===== src/ppl_pkg.sv =====
`timescale 1ns / 1ps
package ppl_pkg;

    localparam int CFG_IDX_W  = 2;
    localparam int CFG_DATA_W = 15;
    localparam int DIV_STEPS  = 7;
    localparam int SHIFT_W    = 3;

    localparam logic [CFG_IDX_W-1:0] CFG_WORK     = 2'd0;
    localparam logic [CFG_IDX_W-1:0] CFG_WARN     = 2'd1;
    localparam logic [CFG_IDX_W-1:0] CFG_CRIT     = 2'd2;
    localparam logic [CFG_IDX_W-1:0] CFG_OVERRIDE = 2'd3;

    localparam logic [1:0] STATUS_NORMAL   = 2'd0;
    localparam logic [1:0] STATUS_WARNING  = 2'd1;
    localparam logic [1:0] STATUS_CRITICAL = 2'd2;

    localparam logic [31:0] HOLDOFF_MS    = 32'd5000;
    localparam logic [31:0] RECOVER_MS    = 32'd60000;
    // floor(x*85/100) == (x*445655) >> 19 for every 7 bit x
    localparam logic [18:0] FLOOD_RECIP   = 19'd445655;
    localparam int          FLOOD_SHIFT   = 19;
    localparam logic [6:0]  FLOOR_POWER   = 7'd30;
    localparam logic [6:0]  FULL_POWER    = 7'd100;
    localparam logic [6:0]  FLOOD_STEP    = 7'd15;
    localparam logic [6:0]  REDUCTION_CAP = 7'd50;
    localparam logic [5:0]  EXTRA_STEP    = 6'd10;
    localparam logic [7:0]  FREQUENT_CNT  = 8'd3;
    localparam logic [7:0]  FLOOD_MAX     = 8'd255;
    localparam logic [5:0]  RECOVER_STEP  = 6'd5;

    typedef struct packed {
        logic signed [15:0] pressure_sample;
        logic [31:0]        now_ms;
        logic [6:0]         heater_now;
    } sample_t;

    typedef struct packed {
        logic [6:0] power_percent;
        logic       heater_write;
        logic [6:0] heater_new;
        logic [1:0] pressure_status;
        logic       override_on;
        logic [5:0] reduction_now;
    } result_t;

    typedef struct packed {
        logic               capture;
        logic               eval;
        logic               div_step;
        logic [SHIFT_W-1:0] div_shift;
        logic               load;
    } ppl_cmd_t;

    typedef struct packed {
        logic need_div;
    } ppl_stat_t;

    typedef enum logic [3:0] {
        S_IDLE = 4'b0001,
        S_EVAL = 4'b0010,
        S_DIV  = 4'b0100,
        S_LOAD = 4'b1000
    } ppl_state_t;

endpackage


===== src/ppl_ctrl.sv =====
`timescale 1ns / 1ps
module ppl_ctrl (
    input  logic               clk,
    input  logic               rst_n,
    input  logic               sample_valid,
    output logic               sample_ready,
    output logic               result_valid,
    input  logic               result_ready,
    input  ppl_pkg::ppl_stat_t stat,
    output ppl_pkg::ppl_cmd_t  cmd
);

    ppl_pkg::ppl_state_t state_reg, state_next;
    logic [ppl_pkg::SHIFT_W-1:0] cnt_reg, cnt_next;
    logic out_valid_reg, out_valid_next;

    always_ff @(posedge clk or negedge rst_n)
    begin
        if (!rst_n)
        begin
            state_reg     <= ppl_pkg::S_IDLE;
            cnt_reg       <= '0;
            out_valid_reg <= 1'b0;
        end
        else
        begin
            state_reg     <= state_next;
            cnt_reg       <= cnt_next;
            out_valid_reg <= out_valid_next;
        end
    end

    always_comb
    begin
        state_next     = state_reg;
        cnt_next       = cnt_reg;
        out_valid_next = out_valid_reg;
        cmd            = '0;
        cmd.div_shift  = cnt_reg;
        sample_ready   = 1'b0;

        // output slot drains independently of the work in progress
        if (out_valid_reg && result_ready)
        begin
            out_valid_next = 1'b0;
        end

        case (state_reg)
            ppl_pkg::S_IDLE:
            begin
                sample_ready = 1'b1;
                if (sample_valid)
                begin
                    cmd.capture = 1'b1;
                    state_next  = ppl_pkg::S_EVAL;
                end
            end
            ppl_pkg::S_EVAL:
            begin
                cmd.eval = 1'b1;
                if (stat.need_div)
                begin
                    cnt_next   = ppl_pkg::SHIFT_W'(ppl_pkg::DIV_STEPS - 1);
                    state_next = ppl_pkg::S_DIV;
                end
                else
                begin
                    state_next = ppl_pkg::S_LOAD;
                end
            end
            ppl_pkg::S_DIV:
            begin
                cmd.div_step = 1'b1;
                if (cnt_reg == '0)
                begin
                    state_next = ppl_pkg::S_LOAD;
                end
                else
                begin
                    cnt_next = cnt_reg - 1'b1;
                end
            end
            ppl_pkg::S_LOAD:
            begin
                if (!out_valid_reg || result_ready)
                begin
                    cmd.load       = 1'b1;
                    out_valid_next = 1'b1;
                    state_next     = ppl_pkg::S_IDLE;
                end
            end
            default:
            begin
                state_next = ppl_pkg::S_IDLE;
            end
        endcase
    end

    assign result_valid = out_valid_reg;

endmodule


===== src/ppl_datapath.sv =====
`timescale 1ns / 1ps
module ppl_datapath (
    input  logic                             clk,
    input  logic                             rst_n,
    input  logic                             cfg_we,
    input  logic [ppl_pkg::CFG_IDX_W-1:0]    cfg_index,
    input  logic [ppl_pkg::CFG_DATA_W-1:0]   cfg_data,
    input  ppl_pkg::sample_t                 sample,
    input  ppl_pkg::ppl_cmd_t                cmd,
    output ppl_pkg::ppl_stat_t               stat,
    output ppl_pkg::result_t                 result
);

    // configuration
    logic [14:0] work_reg, warn_reg, crit_reg;
    logic [7:0]  override_reg;

    // block state
    logic [31:0] last_event_reg, last_event_next;
    logic [7:0]  flood_total_reg, flood_total_next;
    logic [5:0]  reduction_reg, reduction_next;

    // per transaction
    ppl_pkg::sample_t in_reg;
    logic [1:0]  status_reg;
    logic        hw_reg, ovr_reg, zero_reg, full_reg;
    logic [6:0]  hnew_reg, ovr_pow_reg;
    logic [5:0]  red_used_reg;
    logic [21:0] rem_reg;
    logic [6:0]  quo_reg;
    ppl_pkg::result_t result_reg;

    always_ff @(posedge clk or negedge rst_n)
    begin
        if (!rst_n)
        begin
            work_reg     <= '0;
            warn_reg     <= '0;
            crit_reg     <= '0;
            override_reg <= 8'hFF;
        end
        else if (cfg_we)
        begin
            case (cfg_index)
                ppl_pkg::CFG_WORK:     work_reg     <= cfg_data;
                ppl_pkg::CFG_WARN:     warn_reg     <= cfg_data;
                ppl_pkg::CFG_CRIT:     crit_reg     <= cfg_data;
                ppl_pkg::CFG_OVERRIDE: override_reg <= cfg_data[7:0];
                default:               work_reg     <= work_reg;
            endcase
        end
    end

    // evaluation of the captured sample
    logic        p_nonneg, crit_hit, warn_hit, ovr_act, flood;
    logic [14:0] pu;
    logic [31:0] elapsed;
    logic [7:0]  flood_inc;
    logic [6:0]  red_sum, red_cap;
    logic [5:0]  red_flood, red_used;
    logic [25:0] hprod;
    logic [6:0]  hq, hnew;
    logic [1:0]  status;
    logic        ramp_zero, ramp_full;
    logic [6:0]  ovr_pow;

    always_comb
    begin
        p_nonneg  = !in_reg.pressure_sample[15];
        pu        = in_reg.pressure_sample[14:0];
        crit_hit  = p_nonneg && (pu >= crit_reg);
        warn_hit  = p_nonneg && (pu >= warn_reg);
        if (crit_hit)
            status = ppl_pkg::STATUS_CRITICAL;
        else if (warn_hit)
            status = ppl_pkg::STATUS_WARNING;
        else
            status = ppl_pkg::STATUS_NORMAL;

        ovr_act = !override_reg[7];
        ovr_pow = (override_reg[6:0] > ppl_pkg::FULL_POWER) ? ppl_pkg::FULL_POWER
                                                             : override_reg[6:0];

        elapsed = in_reg.now_ms - last_event_reg;
        flood   = !ovr_act && crit_hit && (elapsed >= ppl_pkg::HOLDOFF_MS);

        flood_inc = (flood_total_reg == ppl_pkg::FLOOD_MAX) ? flood_total_reg
                                                            : flood_total_reg + 8'd1;
        red_sum   = 7'(reduction_reg) + ppl_pkg::FLOOD_STEP;
        red_cap   = (red_sum > ppl_pkg::REDUCTION_CAP) ? ppl_pkg::REDUCTION_CAP : red_sum;
        red_flood = red_cap[5:0] +
                    ((flood_inc > ppl_pkg::FREQUENT_CNT) ? ppl_pkg::EXTRA_STEP : 6'd0);
        red_used  = flood ? red_flood : reduction_reg;

        hprod = 26'(in_reg.heater_now) * 26'(ppl_pkg::FLOOD_RECIP);
        hq    = hprod[ppl_pkg::FLOOD_SHIFT +: 7];
        if (hq < ppl_pkg::FLOOR_POWER)
            hnew = ppl_pkg::FLOOR_POWER;
        else if (hq > ppl_pkg::FULL_POWER)
            hnew = ppl_pkg::FULL_POWER;
        else
            hnew = hq;

        ramp_zero = !p_nonneg || (pu == '0);
        ramp_full = !ramp_zero && (pu >= work_reg);

        last_event_next  = last_event_reg;
        flood_total_next = flood_total_reg;
        reduction_next   = reduction_reg;
        if (!ovr_act)
        begin
            if (flood)
            begin
                last_event_next  = in_reg.now_ms;
                flood_total_next = flood_inc;
                reduction_next   = red_flood;
            end
            else if ((reduction_reg != '0) && (elapsed > ppl_pkg::RECOVER_MS))
            begin
                reduction_next  = (reduction_reg >= ppl_pkg::RECOVER_STEP)
                                  ? reduction_reg - ppl_pkg::RECOVER_STEP : 6'd0;
                last_event_next = in_reg.now_ms;
            end
        end
    end

    assign stat.need_div = !ovr_act && !ramp_zero && !ramp_full;

    always_ff @(posedge clk or negedge rst_n)
    begin
        if (!rst_n)
        begin
            last_event_reg  <= '0;
            flood_total_reg <= '0;
            reduction_reg   <= '0;
        end
        else if (cmd.eval)
        begin
            last_event_reg  <= last_event_next;
            flood_total_reg <= flood_total_next;
            reduction_reg   <= reduction_next;
        end
    end

    // restoring divider, one quotient bit per cycle, quotient below 100
    logic [21:0] dshift, rem_next;
    logic [6:0]  quo_next;

    always_comb
    begin
        dshift   = 22'(work_reg) << cmd.div_shift;
        rem_next = rem_reg;
        quo_next = quo_reg;
        if (rem_reg >= dshift)
        begin
            rem_next = rem_reg - dshift;
            quo_next = quo_reg | (7'd1 << cmd.div_shift);
        end
    end

    logic [6:0] base_pow, power;

    always_comb
    begin
        if (ovr_reg)
            base_pow = ovr_pow_reg;
        else if (zero_reg)
            base_pow = 7'd0;
        else if (full_reg)
            base_pow = ppl_pkg::FULL_POWER;
        else
            base_pow = quo_reg;

        if (ovr_reg)
            power = base_pow;
        else if (base_pow > 7'(red_used_reg))
            power = base_pow - 7'(red_used_reg);
        else
            power = 7'd0;
    end

    always_ff @(posedge clk)
    begin
        if (cmd.capture)
        begin
            in_reg <= sample;
        end
        if (cmd.eval)
        begin
            status_reg   <= status;
            hw_reg       <= flood;
            hnew_reg     <= flood ? hnew : 7'd0;
            ovr_reg      <= ovr_act;
            ovr_pow_reg  <= ovr_pow;
            zero_reg     <= ramp_zero;
            full_reg     <= ramp_full;
            red_used_reg <= red_used;
            rem_reg      <= 22'(pu) * 22'(ppl_pkg::FULL_POWER);
            quo_reg      <= '0;
        end
        else if (cmd.div_step)
        begin
            rem_reg <= rem_next;
            quo_reg <= quo_next;
        end
        if (cmd.load)
        begin
            result_reg.power_percent   <= power;
            result_reg.heater_write    <= hw_reg;
            result_reg.heater_new      <= hnew_reg;
            result_reg.pressure_status <= status_reg;
            result_reg.override_on     <= ovr_reg;
            result_reg.reduction_now   <= reduction_reg;
        end
    end

    assign result = result_reg;

endmodule


===== src/pressure_power_limiter.sv =====
`timescale 1ns / 1ps
// a sample is captured, evaluated, run through the ramp divider if needed, then loaded
// the divider is a restoring loop giving one of 7 quotient bits per cycle
// one sample in flight; the load stalls while the output register is full and not read
// a finished result waits in an output register while the next sample is taken
// reset: async active low, thresholds and state cleared, override set to disabled
module pressure_power_limiter (
    input  logic                           clk,
    input  logic                           rst_n,
    input  logic                           cfg_we,
    input  logic [ppl_pkg::CFG_IDX_W-1:0]  cfg_index,
    input  logic [ppl_pkg::CFG_DATA_W-1:0] cfg_data,
    input  logic                           sample_valid,
    output logic                           sample_ready,
    input  ppl_pkg::sample_t               sample,
    output logic                           result_valid,
    input  logic                           result_ready,
    output ppl_pkg::result_t               result
);

    ppl_pkg::ppl_cmd_t  cmd;
    ppl_pkg::ppl_stat_t stat;

    ppl_ctrl u_ctrl (
        .clk          (clk),
        .rst_n        (rst_n),
        .sample_valid (sample_valid),
        .sample_ready (sample_ready),
        .result_valid (result_valid),
        .result_ready (result_ready),
        .stat         (stat),
        .cmd          (cmd)
    );

    ppl_datapath u_datapath (
        .clk       (clk),
        .rst_n     (rst_n),
        .cfg_we    (cfg_we),
        .cfg_index (cfg_index),
        .cfg_data  (cfg_data),
        .sample    (sample),
        .cmd       (cmd),
        .stat      (stat),
        .result    (result)
    );

endmodule

===== config.mk =====
export PLATFORM = sky130hd
export DESIGN_NAME = pressure_power_limiter
export DESIGN_NICKNAME = d
export VERILOG_FILES = /design/src/ppl_pkg.sv /design/src/ppl_ctrl.sv /design/src/ppl_datapath.sv /design/src/pressure_power_limiter.sv
export SDC_FILE = /design/constraint.sdc
export NUM_CORES = 1
export LEC_CHECK = 0
export BUFFER_PORTS_ARGS = -buffer_cell sky130_fd_sc_hd__buf_2
export CORE_MARGIN = 2
export CORE_UTILIZATION = 55
export CTS_CLUSTER_SIZE = 12
export DETAILED_ROUTE_END_ITERATION = 12
export HOLD_SLACK_MARGIN = 0.06
export PLACE_DENSITY_LB_ADDON = 0.1
export SYNTH_ARGS = -nofsm -noshare
export SYNTH_HDL_FRONTEND = slang
export SYNTH_SLANG_ARGS = --single-unit

===== constraint.sdc =====
create_clock -name clk -period 11.3 [get_ports clk]
set_clock_uncertainty 0.2 [all_clocks]
set_input_delay 0.565 -clock clk [delete_from_list [all_inputs] [get_ports clk]]
set_output_delay 0.565 -clock clk [all_outputs]
set_load 0.01 [all_outputs]

Yosys cells after proc, flatten, opt, wreduce, memory -nomap -nowiden:

Index checks and enable logic that the tools add are counted.

* register bits after elaboration: 241
* input port bits: 77
* logic and storage cells: 146

* add/subtract/negate cells: 8
* multiply operators: 2
* magnitude comparators: 13
* eq/ne operators: 13
* shift-type cells: 2
* mux-type cells: 38
* bitwise gates (word level): 2
* reductions and logical operators: 36

Operators with widths (number)
* 2-to-1 mux 22 bit: 3
* 2-to-1 mux 32 bit: 2
* greater-or-equal comparator 15 bit: 3
* 2-to-1 mux 7 bit: 6
* greater-or-equal comparator 32 x 13 -> 1 bit, second input constant: 1
* > comparator 32 x 16 -> 1 bit, second input constant: 1
* subtractor 32 bit: 1
* 2-to-1 mux 6 bit: 5
* multiplier 7 x 19 -> 26 bit, second input constant: 1
* greater-or-equal comparator 22 bit: 1
* left shift 15 x 3 -> 22 bit: 1
* subtractor 22 bit: 1
* multiplier 15 x 5 -> 20 bit, second input constant: 1
* 2-to-1 mux 4 bit: 5
* one-hot mux 4 bit (4 select lines): 1
* zero test 15 bit: 1
* > comparator 7 bit, second input constant: 2
* AND reduction 2 bit: 6
* AND reduction 3 bit: 4
* 2-to-1 mux 1 bit: 11
* logical AND 1 bit: 9
* adder 8 x 1 -> 8 bit, second input constant: 1
* equality test 8 bit, second input constant: 1
* > comparator 8 x 2 -> 1 bit, second input constant: 1
* 32 further kinds: 45

Logic depth before layout (Yosys ltp):

* word-level depth: 8
* gate-level depth with buffers: 20

Hierarchy:

Synthesis repeated with hierarchy kept, for this count alone.

* cells, all modules: 1780
* area, all modules: 18221.2 µm²

Modules (own cells, without submodules)
* ppl_datapath: times used 1, cells an instance 1732, area an instance 17713.2 µm², sequential area each 6421.2 µm²
* ppl_ctrl: times used 1, cells an instance 48, area an instance 508.0 µm², sequential area each 201.4 µm²

Worst setup path after synthesis:

OpenSTA, ideal clock, no wires.

* path kind: register -> register
* start point: register u_ctrl.cnt_reg[1] (netlist bit)
* end point: register u_datapath.rem_reg[10] (enable)
* library setup time: 0.395 ns
* data arrival time: 4.690 ns
* data required time: 10.705 ns
* setup slack: 6.016 ns
* cell stages (with the launch flop): 19
* buffers on the path: 3
* clock period less this slack: 5.284 ns
* cell sequence: dfrtp_1 clkbuf_1 buf_1 mux2i_1 a21oi_1 nand2_1 ha_1 nor2b_1 o21ai_0 a21boi_0 o311a_1 o211ai_1 a31oi_1 and4_1 a2111oi_0 a21oi_1 o21ai_0 clkbuf_1 nand2_1

* word-level cells in the longest chain between the ends: 4

Ends and longest elaborated chain
* from (decl): RTL line ppl_ctrl.sv:14 `logic [ppl_pkg::SHIFT_W-1:0] cnt_reg, cnt_next;`
* from (signal assigned): RTL line ppl_ctrl.sv:28 `cnt_reg <= cnt_next;`
* left shift 15 x 3 -> 22 bit: RTL line ppl_datapath.sv:151 `dshift = 22'(work_reg) << cmd.div_shift;`
* greater-or-equal comparator 22 bit: RTL line ppl_datapath.sv:154 `if (rem_reg >= dshift)`
* nonzero test 2 bit (no source line)
* AND reduction 2 bit (no source line)
* to (signal assigned): RTL line ppl_datapath.sv:198 `rem_reg <= 22'(pu) * 22'(ppl_pkg::FULL_POWER);`
* to (signal assigned): RTL line ppl_datapath.sv:203 `rem_reg <= rem_next;`
* to (decl): RTL line ppl_datapath.sv:29 `logic [21:0] rem_reg;`

No other way between the ends.
A chain may end at the register's enable or synchronous reset.

Worst setup path in the final report:

* start point: register u_ctrl.cnt_reg[1] (netlist bit)
* end point: register u_datapath.rem_reg[2] (enable)

The elaborated chain is that of the path after synthesis.

==> impl_metrics.toml <==
[timing]
setup-violations-final = 0
final_count_of_hold_timing_violations = 0
worst_slew_margin_rel_pct = 35.2
final_max_slew_viol_count = 0
layout_min_cycle_time_ns = 5.67
worst_pin_slew_ns = 0.972
rsz0062_at_grt = "no"
setup_tns_ns = 0
max_freq_ghz = 0.176
post-route-period-util_pct = 50.2

[outcome]
result_of_the_run = "complete, no violations"

[power]
power.share.sequential_pct = 22.4
netSwitchingPower_mw = 2.67
vdd_ir_drop_max_uv = 317
totalPowerFinal_mw = 6.02
powerDensity_mw_per_mm2 = 293
cellLeakagePower_nw = 9.49
share_comb_of_total_power_pct = 62.5
pwr-share-clk_pct = 15.0
power_switching_share_pct = 44.3
internal-power_mw = 3.35

[routing]
routedLengthMet1_um = 19800
detail_route.drc_violations = 0
detailroute.via_count = 13533
highest-signal-layer = "met5"
routed-wl-met2_um = 18500
wire_per_inst_um = 17.3
detail_route.iter0.violations = 864
met3RoutedLength_um = 2130
detail_route.vias_per_cell = 5.68
final_antenna_net_count = 0
detail_route.wirelength_um = 41300
detailedRoute.firstPassIterationCount = 5

[grt]
grt_start_max_net_pins = 78
grt_pass1_wl_um = 67100
grt_antenna_before_repair = 1
groute.usage.overall_pct = 24.4
grt_remaining_overflow = 0
vias_in_the_first_global_route = 13270

[yosys]
netlist.area_leader.share_pct = 20.7
synth_sequential_area_ratio_pct = 36.5
synthFlopType = "edfxtp_1"
yosysTopAreaCell = "edfxtp_1"
mappedNetlistArea_mm2 = 0.0181
ys_async_sr_fraction_pct = 44.4
cells_after_synth = 1770
synth-warning-count = 0
post_synth_net_total = 2123
synth_edf_count = 125
ys_types = 87
yosys-top-cells-area = "edfxtp_1, ha_1, dfrtp_1"
yosys_register_bits = 241
postSynthAreaPerCell_um2 = 10.2

[finish]
drive_above_1_share_pct = 14.1
multiInputGateArea_mm2 = 0.0105
num-nets-final = 2274
layout.cell_area.non_filler_mm2 = 0.0205
syn2layout_area_growth_pct = 13.3
final_core_occ_pct = 63.1
seqCellArea_mm2 = 0.00662
insertedDiodeCount = 0
flip_flop_count_of_the_largest_register_after_layout = 55
fillCellCount = 2714

[critical_path]
path_class = "flip-flop to flip-flop"
arrival_ns = 5.57
worst_ep_required_time_ns = 11.20
setup.worst_path.start_class = "flip-flop"
timing.critical_path.fanout_max = 29
reg2reg_depth = 16
critical_path.endpoint_type = "flip-flop"

[die]
die_height_um = 186
coreArea_mm2 = 0.0325
ios = 103
dieWidth_um = 186
rows = 66
design.die.area_mm2 = 0.0344
starting_density_pct = 55.7

[place]
numPortBuffers = 102
globalplace.congestion = 0.945
place_hpwl_um = 31000
placedInstanceArea_mm2 = 0.0190

[clocking]
h-tree-depth = 1
cts_sinks = 241
number_of_setup_buffers_added_after_cts = 0
clk-insertion-delay-late_ns = 0.55
tritoncts.num_buffers = 29
ctsLongestPathBuffers = 3
cts_root_buffer = "clkbuf_16"
tritoncts = "done"
post_cts_clock_slew_at_the_launch_and_capture_registers_of_the_worst_setup_and_hold_paths_ns = 0.06

[flow_run]
timing.max_cap.violations = 0

[min_path]
hold_crit_depth = 3
holdCritPathClass = "input port to flip-flop"
==> critical path, cell delays in order, from the launching register on <==
cell	delay, ns
dfrtp_1	0.96
inv_1	0.32
a21oi_1	0.23
a21oi_1	0.08
nand2_1	0.09
ha_1	0.28
nor2b_1	0.14
o21ai_0	0.20
a21boi_0	0.17
o311a_1	0.37
o211ai_1	0.24
a31oi_1	0.15
and4_1	0.22
a2111oi_0	0.65
a21oi_1	0.17
o21ai_1	0.20
nand2_1	0.53
==> placed cells by master, fill, tap and decap left out, types with 35 or more instances in the layout <==
| cell type | n |
|---|---|
| o21ai_0 | 87 |
| edfxtp_1 | 125 |
| inv_1 | 215 |
| dlygate4sd3_1 | 58 |
| xor2_1 | 35 |
| nand2_1 | 109 |
| a21oi_1 | 90 |
| nor2_1 | 95 |
| a21o_1 | 44 |
| nor3_1 | 38 |
| ha_1 | 233 |
| fa_1 | 43 |
| xnor2_1 | 37 |
| mux2_2 | 51 |
| dfrtp_1 | 98 |
| buf_2 | 101 |
==> power groups by stage <==
stage | logic [mW] | registers (mW) | clock network (mW)
finish | 3.76 | 1.35 | 0.905
global placement | 3.63 | 1.35 | 0
CTS | 3.74 | 1.35 | 0.925
floorplan | 2.96 | 1.27 | 0
global route | 4.27 | 1.38 | 0.961
detailed placement | 3.69 | 1.36 | 0
==> routing by layer <==
metal	vias to the layer above	track usage, %
li1	6675	-
met1	6445	34.8
met2	348	39.5
met3	63	3.64
met4	2	5.70
met5	-	0
==> logic make-up after synthesis <==
kind of cell	count (synthesis)	share of synthesized area, %
AND/OR/NAND/NOR	395	10.6
XOR/XNOR	72	3.48
flip-flops	241	36.5
buffers and inverters	268	5.87
AO/OA/AOI/OAI	407	15.1
adder cells (fa/ha/maj)	276	20.8
multiplexers	111	7.54
==> cell usage after synthesis (6+ instances only) <==
cell type	instances
nor3_1	38
o211a_1	8
clkbuf_1	39
o22ai_1	16
xor2_1	35
mux2i_1	29
o211ai_1	12
o21bai_1	8
or3_1	14
dfxtp_1	9
nand3b_1	7
nor4_1	7
mux2_4	26
nand2_1	109
nand3_1	24
nor2b_1	16
a31oi_1	11
a21oi_1	90
and2_1	11
mux2_2	51
xnor2_1	37
a32o_1	7
o2111ai_1	6
o31ai_1	7
a21boi_0	8
fa_1	43
nor2_1	96
dfrtp_1	98
a31o_2	6
o21ai_0	88
edfxtp_1	125
nand4_1	17
dfstp_2	9
o21a_1	21
a22o_1	9
a21o_1	45
and3_1	13
ha_1	233
inv_1	215
or2_2	10
nand2b_1	15
a211oi_1	11
==> through the flow <==
stage / hold WS [ns] / std cells / setup WS [ns]
global placement: 0.201 / 2274 / 5.89
finish: 0.0931 / 2383 / 5.63
floorplan: 0.0694 / 1770 / 6.02
global route: 0.0917 / 2383 / 5.21
detailed placement: 0.205 / 2274 / 5.71
CTS: 0.0655 / 2383 / 5.71
==> path summary, 6_finish.rpt <==
check,from,endpoint,slack [ns]
setup / recovery,u_ctrl.cnt_reg[1],u_datapath.rem_reg[2],5.63
hold / removal,cfg_data[11],u_datapath.work_reg[11],0.09
setup reg to reg,u_ctrl.cnt_reg[1],u_datapath.rem_reg[2],5.63
hold reg to reg,u_datapath.hw_reg,u_datapath.result[16],0.22
max in group asynchronous,rst_n,u_datapath.warn_reg[7],9.26
min in group asynchronous,rst_n,u_datapath.reduction_reg[5],0.29
==> final cells by class <==
class,count,share of cell area (%)
multi-input cells,1261,50.9
flip-flops and latches,241,32.2
repair buffers,170,5.69
inverters,218,3.98
clock buffers,42,3.97
well taps,442,2.69
clock inverters,9,0.536
==> repair_timing <==
item                                   in CTS  in global routing
endpoints found under the hold margin      87                  0
hold buffers                               58                  0
resized for setup                           0                  0
No activity file was read; power rests on OpenSTA's default activity.
